## src/rtl/hsmts_pkg.sv

```systemverilog
package hsmts_pkg;

  localparam int NUM_STATES_DEF = 16;
  localparam int MAX_DEPTH_DEF  = 8;
  localparam int NODE_W         = 4;

  localparam logic [1:0] OP_LOAD  = 2'd0;
  localparam logic [1:0] OP_START = 2'd1;
  localparam logic [1:0] OP_TRANS = 2'd2;

  localparam logic [1:0] ACT_EXIT  = 2'd0;
  localparam logic [1:0] ACT_ENTER = 2'd1;
  localparam logic [1:0] ACT_INIT  = 2'd2;

  localparam logic [NODE_W-1:0] ROOT_INDEX = '0;

  typedef struct packed {
    logic [1:0]        operation;
    logic [NODE_W-1:0] node;
    logic [NODE_W-1:0] parent;
    logic              has_parent;
  } in_t;

  typedef struct packed {
    logic [1:0]        action;
    logic [NODE_W-1:0] action_node;
    logic              error;
    logic              last;
  } out_t;

  // one parent table word: root mark above the parent index
  typedef struct packed {
    logic              root;
    logic [NODE_W-1:0] parent;
  } entry_t;

endpackage

```

## src/rtl/hsmts_parent_ram.sv

```systemverilog
module hsmts_parent_ram #(
  parameter int NUM_STATES = hsmts_pkg::NUM_STATES_DEF
) (
  input  logic                           clk_i,
  input  logic                           we_i,
  input  logic [$clog2(NUM_STATES)-1:0]  waddr_i,
  input  hsmts_pkg::entry_t              wdata_i,
  input  logic                           re_i,
  input  logic [$clog2(NUM_STATES)-1:0]  raddr_i,
  output hsmts_pkg::entry_t              rdata_o
);
  import hsmts_pkg::*;

  entry_t mem [NUM_STATES];
  entry_t rdata_q;

  always_ff @(posedge clk_i) begin
    if (we_i) begin
      mem[waddr_i] <= wdata_i;
    end
    if (re_i) begin
      rdata_q <= mem[raddr_i];
    end
  end

  assign rdata_o = rdata_q;

endmodule

```

## src/rtl/hsm_transition_sequencer_core.sv

```systemverilog
// hierarchical state machine transition sequencer
//
// input channel (in_valid_i / in_ready_o / in_data_i): one beat per request.
//   load writes one parent table word and gives no result beats; start and
//   transition give a run of exit / enter / initial beats on the output
//   channel (out_valid_o / out_ready_i / out_data_o), last set on the final one.
// a refused request (broken chain, transition before start) gives a single
//   error beat and leaves the current state untouched.
// each ancestor step is a parent table read, then a check of the word read;
//   a transition walks the current chain and usually the target chain, then
//   emits one beat per cycle while the receiver is ready. one request is worked
//   at a time; in_ready_o rises again once the last beat is in the output
//   register.
// the common-ancestor search runs alongside the target walk: each new target
//   node is compared against the stored current chain above its first entry at once.
// reset clears the current state and the started flag; the parent table is
//   undefined until loaded.
// a stalled receiver simply holds the output register; sequencing waits.
module hsm_transition_sequencer_core #(
  parameter int NUM_STATES = hsmts_pkg::NUM_STATES_DEF,
  parameter int MAX_DEPTH  = hsmts_pkg::MAX_DEPTH_DEF
) (
  input  logic              clk_i,
  input  logic              rst_ni,
  input  logic              in_valid_i,
  output logic              in_ready_o,
  input  hsmts_pkg::in_t    in_data_i,
  output logic              out_valid_o,
  input  logic              out_ready_i,
  output hsmts_pkg::out_t   out_data_o
);
  import hsmts_pkg::*;

  localparam int AW = $clog2(NUM_STATES);
  localparam int DW = $clog2(MAX_DEPTH + 1);
  localparam int IW = $clog2(MAX_DEPTH);

  localparam logic [2:0] S_IDLE  = 3'd0;
  localparam logic [2:0] S_RD    = 3'd1;
  localparam logic [2:0] S_CHK   = 3'd2;
  localparam logic [2:0] S_EXIT  = 3'd3;
  localparam logic [2:0] S_ENTER = 3'd4;
  localparam logic [2:0] S_INIT  = 3'd5;
  localparam logic [2:0] S_ERR   = 3'd6;

  logic [2:0] state_q, state_d;

  // architectural state
  logic [NODE_W-1:0] cur_state_q, cur_state_d;
  logic              started_q, started_d;

  // request being worked
  logic [1:0]        op_q, op_d;
  logic [NODE_W-1:0] node_q, node_d;

  // chain walk
  logic [NODE_W-1:0] idx_q, idx_d;
  logic [DW-1:0]     widx_q, widx_d;
  logic              walk_tgt_q, walk_tgt_d;
  logic [DW-1:0]     clen_q, clen_d;

  // hits collected during the walks
  logic              ahit_q, ahit_d;
  logic [DW-1:0]     ahit_idx_q, ahit_idx_d;
  logic              cshit_q, cshit_d;
  logic [DW-1:0]     cshit_idx_q, cshit_idx_d;
  logic              ca_q, ca_d;
  logic [DW-1:0]     ca_i_q, ca_i_d;
  logic [DW-1:0]     ca_j_q, ca_j_d;

  // emission
  logic [DW-1:0]     ex_cnt_q, ex_cnt_d;
  logic [DW-1:0]     ex_k_q, ex_k_d;
  logic [DW-1:0]     en_k_q, en_k_d;
  logic              init_q, init_d;

  // chain stores
  logic [NODE_W-1:0] cur_chain [MAX_DEPTH];
  logic [NODE_W-1:0] tgt_chain [MAX_DEPTH];
  logic              cur_we, tgt_we;
  logic [IW-1:0]     cur_wi, tgt_wi;
  logic [NODE_W-1:0] cur_wd, tgt_wd;

  // parent table port
  logic              ram_we, ram_re;
  logic [AW-1:0]     ram_waddr;
  entry_t            ram_wdata, ram_rdata;

  // output register
  logic              out_valid_q;
  out_t              out_data_q;
  logic              out_load;
  out_t              out_beat;
  logic              out_free;

  logic              in_fire;
  logic              idx_ok;
  logic              node_ok;
  logic [DW-1:0]     len;
  logic              cmatch;
  logic [DW-1:0]     cmatch_j;

  hsmts_parent_ram #(
    .NUM_STATES(NUM_STATES)
  ) u_ram (
    .clk_i   (clk_i),
    .we_i    (ram_we),
    .waddr_i (ram_waddr),
    .wdata_i (ram_wdata),
    .re_i    (ram_re),
    .raddr_i (AW'(idx_q)),
    .rdata_o (ram_rdata)
  );

  assign in_ready_o = (state_q == S_IDLE);
  assign in_fire    = in_valid_i && in_ready_o;
  assign out_free   = !out_valid_q || out_ready_i;
  assign idx_ok     = (32'(idx_q) < NUM_STATES);
  assign node_ok    = (32'(in_data_i.node) < NUM_STATES);
  assign len        = widx_q + DW'(1);

  assign ram_waddr  = AW'(in_data_i.node);
  assign ram_wdata  = '{root: !in_data_i.has_parent, parent: in_data_i.parent};

  // lowest position of the current chain (above its first entry) that holds idx
  always_comb begin
    cmatch   = 1'b0;
    cmatch_j = '0;
    for (int j = MAX_DEPTH - 1; j >= 1; j--) begin
      if ((DW'(j) < clen_q) && (cur_chain[j] == idx_q)) begin
        cmatch   = 1'b1;
        cmatch_j = DW'(j);
      end
    end
  end

  always_comb begin
    state_d     = state_q;
    cur_state_d = cur_state_q;
    started_d   = started_q;
    op_d        = op_q;
    node_d      = node_q;
    idx_d       = idx_q;
    widx_d      = widx_q;
    walk_tgt_d  = walk_tgt_q;
    clen_d      = clen_q;
    ahit_d      = ahit_q;
    ahit_idx_d  = ahit_idx_q;
    cshit_d     = cshit_q;
    cshit_idx_d = cshit_idx_q;
    ca_d        = ca_q;
    ca_i_d      = ca_i_q;
    ca_j_d      = ca_j_q;
    ex_cnt_d    = ex_cnt_q;
    ex_k_d      = ex_k_q;
    en_k_d      = en_k_q;
    init_d      = init_q;
    cur_we      = 1'b0;
    cur_wi      = '0;
    cur_wd      = node_q;
    tgt_we      = 1'b0;
    tgt_wi      = '0;
    tgt_wd      = node_q;
    ram_we      = 1'b0;
    ram_re      = 1'b0;
    out_load    = 1'b0;
    out_beat    = '{action: ACT_EXIT, action_node: node_q, error: 1'b0, last: 1'b0};

    unique case (state_q)
      S_IDLE: begin
        if (in_fire) begin
          op_d    = in_data_i.operation;
          node_d  = in_data_i.node;
          widx_d  = '0;
          ahit_d  = 1'b0;
          cshit_d = 1'b0;
          ca_d    = 1'b0;
          ex_k_d  = '0;
          unique case (in_data_i.operation)
            OP_LOAD: begin
              ram_we = node_ok;
            end
            OP_START: begin
              idx_d      = in_data_i.node;
              walk_tgt_d = 1'b1;
              state_d    = S_RD;
            end
            OP_TRANS: begin
              if (!started_q) begin
                state_d = S_ERR;
              end else if (in_data_i.node == cur_state_q) begin
                // leaf restart: exit and re-enter, no initial
                cur_we   = 1'b1;
                cur_wd   = in_data_i.node;
                tgt_we   = 1'b1;
                tgt_wd   = in_data_i.node;
                ex_cnt_d = DW'(1);
                en_k_d   = '0;
                init_d   = 1'b0;
                state_d  = S_EXIT;
              end else begin
                idx_d      = cur_state_q;
                walk_tgt_d = 1'b0;
                state_d    = S_RD;
              end
            end
            default: ;
          endcase
        end
      end

      S_RD: begin
        if (!idx_ok) begin
          state_d = S_ERR;
        end else begin
          ram_re = 1'b1;
          if (walk_tgt_q) begin
            tgt_we = 1'b1;
            tgt_wi = widx_q[IW-1:0];
            tgt_wd = idx_q;
            if (widx_q != '0) begin
              if (!cshit_q && idx_q == cur_state_q) begin
                cshit_d     = 1'b1;
                cshit_idx_d = widx_q;
              end
              if (!ca_q && cmatch) begin
                ca_d   = 1'b1;
                ca_i_d = widx_q;
                ca_j_d = cmatch_j;
              end
            end
          end else begin
            cur_we = 1'b1;
            cur_wi = widx_q[IW-1:0];
            cur_wd = idx_q;
            if (widx_q != '0 && !ahit_q && idx_q == node_q) begin
              ahit_d     = 1'b1;
              ahit_idx_d = widx_q;
            end
          end
          state_d = S_CHK;
        end
      end

      S_CHK: begin
        if (ram_rdata.root) begin
          init_d = 1'b1;
          ex_k_d = '0;
          if (!walk_tgt_q) begin
            if (node_q == ROOT_INDEX || ahit_q) begin
              // root or ancestor restart: exit up to it, enter it, run initial
              tgt_we      = 1'b1;
              ex_cnt_d    = (node_q == ROOT_INDEX) ? len : ahit_idx_q + DW'(1);
              en_k_d      = '0;
              cur_state_d = node_q;
              state_d     = S_EXIT;
            end else begin
              clen_d     = len;
              idx_d      = node_q;
              widx_d     = '0;
              walk_tgt_d = 1'b1;
              state_d    = S_RD;
            end
          end else begin
            cur_state_d = node_q;
            if (op_q == OP_START) begin
              started_d = 1'b1;
              en_k_d    = widx_q;
              state_d   = S_ENTER;
            end else if (cshit_q) begin
              // initial descent from the current state
              en_k_d  = cshit_idx_q - DW'(1);
              state_d = S_ENTER;
            end else if (ca_q) begin
              ex_cnt_d = ca_j_q;
              en_k_d   = ca_i_q - DW'(1);
              state_d  = S_EXIT;
            end else begin
              // disjoint chains: leave everything, enter from the root
              ex_cnt_d = clen_q;
              en_k_d   = widx_q;
              state_d  = S_EXIT;
            end
          end
        end else if (widx_q == DW'(MAX_DEPTH - 1)) begin
          state_d = S_ERR;
        end else begin
          idx_d   = ram_rdata.parent;
          widx_d  = len;
          state_d = S_RD;
        end
      end

      S_EXIT: begin
        if (out_free) begin
          out_load = 1'b1;
          out_beat = '{action: ACT_EXIT, action_node: cur_chain[ex_k_q[IW-1:0]],
                       error: 1'b0, last: 1'b0};
          ex_k_d   = ex_k_q + DW'(1);
          if (ex_k_q + DW'(1) == ex_cnt_q) begin
            state_d = S_ENTER;
          end
        end
      end

      S_ENTER: begin
        if (out_free) begin
          out_load = 1'b1;
          out_beat = '{action: ACT_ENTER, action_node: tgt_chain[en_k_q[IW-1:0]],
                       error: 1'b0, last: (en_k_q == '0) && !init_q};
          if (en_k_q == '0) begin
            state_d = init_q ? S_INIT : S_IDLE;
          end else begin
            en_k_d = en_k_q - DW'(1);
          end
        end
      end

      S_INIT: begin
        if (out_free) begin
          out_load = 1'b1;
          out_beat = '{action: ACT_INIT, action_node: node_q, error: 1'b0, last: 1'b1};
          state_d  = S_IDLE;
        end
      end

      S_ERR: begin
        if (out_free) begin
          out_load = 1'b1;
          out_beat = '{action: ACT_EXIT, action_node: node_q, error: 1'b1, last: 1'b1};
          state_d  = S_IDLE;
        end
      end

      default: begin
        state_d = S_IDLE;
      end
    endcase
  end

  always_ff @(posedge clk_i or negedge rst_ni) begin
    if (!rst_ni) begin
      state_q     <= S_IDLE;
      cur_state_q <= '0;
      started_q   <= 1'b0;
      out_valid_q <= 1'b0;
    end else begin
      state_q     <= state_d;
      cur_state_q <= cur_state_d;
      started_q   <= started_d;
      if (out_load) begin
        out_valid_q <= 1'b1;
      end else if (out_ready_i) begin
        out_valid_q <= 1'b0;
      end
    end
  end

  // working registers, no reset needed
  always_ff @(posedge clk_i) begin
    op_q        <= op_d;
    node_q      <= node_d;
    idx_q       <= idx_d;
    widx_q      <= widx_d;
    walk_tgt_q  <= walk_tgt_d;
    clen_q      <= clen_d;
    ahit_q      <= ahit_d;
    ahit_idx_q  <= ahit_idx_d;
    cshit_q     <= cshit_d;
    cshit_idx_q <= cshit_idx_d;
    ca_q        <= ca_d;
    ca_i_q      <= ca_i_d;
    ca_j_q      <= ca_j_d;
    ex_cnt_q    <= ex_cnt_d;
    ex_k_q      <= ex_k_d;
    en_k_q      <= en_k_d;
    init_q      <= init_d;
    if (cur_we) begin
      cur_chain[cur_wi] <= cur_wd;
    end
    if (tgt_we) begin
      tgt_chain[tgt_wi] <= tgt_wd;
    end
    if (out_load) begin
      out_data_q <= out_beat;
    end
  end

  assign out_valid_o = out_valid_q;
  assign out_data_o  = out_data_q;

`ifndef SYNTHESIS
  // an error beat always closes its request
  a_err_last: assert property (@(posedge clk_i) disable iff (!rst_ni)
    out_valid_o && out_data_o.error |-> out_data_o.last)
    else $error("error beat without last");

  // exits are only sequenced once the machine has been started
  a_exit_started: assert property (@(posedge clk_i) disable iff (!rst_ni)
    state_q == S_EXIT |-> started_q)
    else $error("exit sequenced before start");

  // walk position stays inside the chain store
  a_walk_bound: assert property (@(posedge clk_i) disable iff (!rst_ni)
    state_q == S_RD |-> widx_q < DW'(MAX_DEPTH))
    else $error("walk beyond depth bound");

  // a beat is never loaded over one the receiver has not taken
  a_no_overwrite: assert property (@(posedge clk_i) disable iff (!rst_ni)
    out_load |-> !out_valid_q || out_ready_i)
    else $error("output register overwritten");
`endif

endmodule

```

## config.mk

```make
export PLATFORM = sky130hd
export DESIGN_NAME = hsm_transition_sequencer_core
export DESIGN_NICKNAME = d
export VERILOG_FILES = /design/src/rtl/hsmts_pkg.sv /design/src/rtl/hsmts_parent_ram.sv /design/src/rtl/hsm_transition_sequencer_core.sv
export SDC_FILE = /design/constraint.sdc
export NUM_CORES = 1
export LEC_CHECK = 0
export BUFFER_PORTS_ARGS = -buffer_cell sky130_fd_sc_hd__buf_2
export CELL_PAD_IN_SITES_DETAIL_PLACEMENT = 1
export CELL_PAD_IN_SITES_GLOBAL_PLACEMENT = 2
export CORE_UTILIZATION = 38
export DETAILED_ROUTE_END_ITERATION = 7
export PLACE_DENSITY_LB_ADDON = 0.1
export SYNTH_ARGS = -nofsm -noshare
export SYNTH_HDL_FRONTEND = slang
export SYNTH_HIERARCHICAL = 1
export SYNTH_SLANG_ARGS = --single-unit
```

## constraint.sdc

```tcl
create_clock -name clk_i -period 2.5 [get_ports clk_i]
set_input_delay 0.25 -clock clk_i [delete_from_list [all_inputs] [get_ports clk_i]]
set_output_delay 0.25 -clock clk_i [all_outputs]
set_load 0.03 [all_outputs]
```

==> metrics.cfg <==
[outcome]
status=finished clean

[sta]
min_period_ps=2326
worstMarginPinSlew_ps=772.6
fin_tns_setup_ps=0
finalHoldViolCount=0
rsz0062_at_grt=false
clock_skew_ps=11.00
clock.fmax_mhz=430.0
period_share_pct=93.03
whs_ps=30.38
setup_viol=0
layout_setup_ws_ps=174.2
slew_violations=0
slew-limit-headroom_pct=48.05

[route]
wl_um=28360
viasPerCell=5.408
wire_per_inst_um=23.95
dr_total_vias=6403
post-route-drc-count=0
final_antenna_net_count=0
drtPass1Iterations=5
drt_iter0_markers=389

[die]
io_pins=25
rows=60
die_area_um2=28160
core_um2=26950
dieHeight_um=167.8
start_util_pct=38.76
die_w_um=167.8

[worst_setup_path]
crit_fanout=5
endpoint=u_ram/mem[0][1]
critPathBufInv=3
crit_type=reg -> reg
critPathRequiredTime_ps=2750
max_stage_delay_ps=490
r2r_slack_ps=170
crit-reg2reg-launch=state_q[2]
crit_start=state_q[2]
critPathLaunchType=register
timing.rr.end=u_ram/mem[0][1]
cp.depth=8
crit_slowest_cell=or3b_2
cp_data_arrival_time_ps=2570
reg2reg_depth=8
crit_chain=nor2b_1 > nand2_1 > buf_4 > nor3_1 > buf_4 > or3b_2 > nor3_1 > buf_4
end_kind=register
crit_family=simple AND/OR/NAND/NOR gates
cpMostUsedCell=buf_4

[synthesis]
synth_common_cells=edfxtp_1 (207), nor2_1 (60), nand2_1 (37)
synth_edf_count=207
ys_ff_latch=222
yosys.cell_count.top_type=edfxtp_1
synthesis.area_um2=10450
postSynthCellCount=719
ys_types=73
ys_warn_count=6
ys.flop_type=edfxtp_1
yosysTopAreaCellShare_pct=59.50
yosysSeqAreaShare_pct=62.81
ys_top_cells_by_area=edfxtp_1 (60%), mux4_2 (7.8%), xnor2_1 (2.9%), mux2i_1 (2.4%), dfrtp_1 (2.2%)
yosys.area.top_type=edfxtp_1
synthArstFlopShare_pct=4.054
syn_avg_cell_area_um2=14.53
synth_nets=742

[min_path]
hp-class=in -> reg

[power]
switching_share_pct=32.88
finalPower_uw=14410
switchingPower_uw=4739
leakagePower_uw=0.004369
p_int_uw=9673
power_frac_clock_pct=30.1
p_seq_share_pct=36.8
power_density_nw_per_um2=1158
irDropWorstVdd_v=0.0005713
power_frac_comb_pct=33.1

[grt]
grt_max_degree=18
grt_usage_pct=20.81
antenna_found_initial=0
grt_pass1_wl_um=43780
grt_pass1_vias=6939
gr-total-overflow=0

[clock_tree]
clock_path_buffers=3
numCtsBuffers=27
ctsHtreeMaxLevel=1
insertion_delay_ps=540
cts_sinks=222
clk_pin_slew_ps=60
root_buffer=clkbuf_16
cts_tree=yes

[placed_design]
place_ws_ps=-116.0
dpl_cell_area_um2=11360
gp_congestion=0.8280
hpwl_um=21160
io_buffer_count=24

[job]
maxCapViolations=0

[layout]
drive_above_1_share_pct=27.76
syn_to_final_growth_pct=19.14
nNetsFinal=846
final_area_um2=12450
n_antenna_cell=0

[flip-flops by register name, summed over array words and instances, names as in the netlist, 2 cells and up, named ones only]
register	cells
u_ram/mem	80
cur_chain	32
tgt_chain	32
out_data_o	8
u_ram/rdata_o	5
ahit_idx_q	4
ca_i_q	4
clen_q	4
cshit_idx_q	4
cur_state_q	4
en_k_q	4
ex_cnt_q	4
ex_k_q	4
idx_q	4
node_q	4
widx_q	4
ca_j_q	3
state_q	3
op_q	2
[cell type report]
type | count | area, um^2
fillers | 2714 | 14510
flip-flops and latches | 222 | 6561
multi-input cells | 434 | 3568
repair buffers | 116 | 825.8
clock buffers | 31 | 690.7
well taps | 341 | 426.7
clock inverters | 18 | 290.3
inverters | 22 | 82.58
[power groups by stage]
stage / combinational (uW) / clock (uW) / sequential (uW)
floorplan: 2990 / 0 / 5300
global placement: 4610 / 0 / 5410
detailed placement: 4640 / 0 / 5430
CTS: 4690 / 4430 / 5360
global route: 5180 / 4560 / 5370
finish: 4770 / 4340 / 5300
[through the flow]
| stage | instances | utilization (%) |
|---|---|---|
| detailed placement | 1127 | 42.14 |
| global placement | 1127 | 42.14 |
| finish | 1184 | 46.18 |
| floorplan | 719 | - |
| global route | 1184 | 46.18 |
| CTS | 1177 | 45.88 |
[worst min path at each step]
stage / start / end / slack, ps / cells after the start
global route: in_data_i[10] / op_q[1] / 30 / 2
detailed placement: rst_ni / state_q[2] / 140 / 1
floorplan: rst_ni / cur_state_q[0] / -50 / 0
global placement: rst_ni / out_valid_o / 140 / 1
finish: in_data_i[10] / op_q[1] / 30 / 2
CTS: in_data_i[10] / op_q[1] / 8 / 2
[layer usage]
metal / part of all wire [%] / global-route usage (%) / wire [um] / up-vias
met5: 0 / 0 / 0 / -
met2: 50 / 35.89 / 14120 / 107
met1: 44 / 27.30 / 12580 / 3282
met3: 3.1 / 2.774 / 888 / 49
li1: - / - / - / 2965
met4: 2.7 / 6.422 / 770 / 0
[cells by family after synthesis]
group           after synthesis  share of synthesized area, %
simple gates                205                         10.12
fa+ha+maj                     8                        0.9582
compound gates               91                         6.408
xor+xnor                     57                         4.923
flops                       222                         62.81
mux                          73                         11.45
buf+inv                      63                         3.330
[placed cells by master, fill, tap and decap left out, drive strengths merged, types with 22 or more instances in the layout]
cell / n
buf: 115
mux4: 36
xor2: 22
nor3: 25
nand3: 26
edfxtp: 207
clkbuf: 31
nor2: 60
inv: 23
mux2i: 25
nand2: 38
xnor2: 34
[timing repair]
item / 4_1_cts / 5_1_grt
buffers inserted: 0 / 7
setup endpoints to repair: 24 / 15
gates resized for setup: 3 / 3
hold buffers: 1 / 0
endpoints found under the hold margin: 9 / 0
Power figures use the tool's default switching activity.
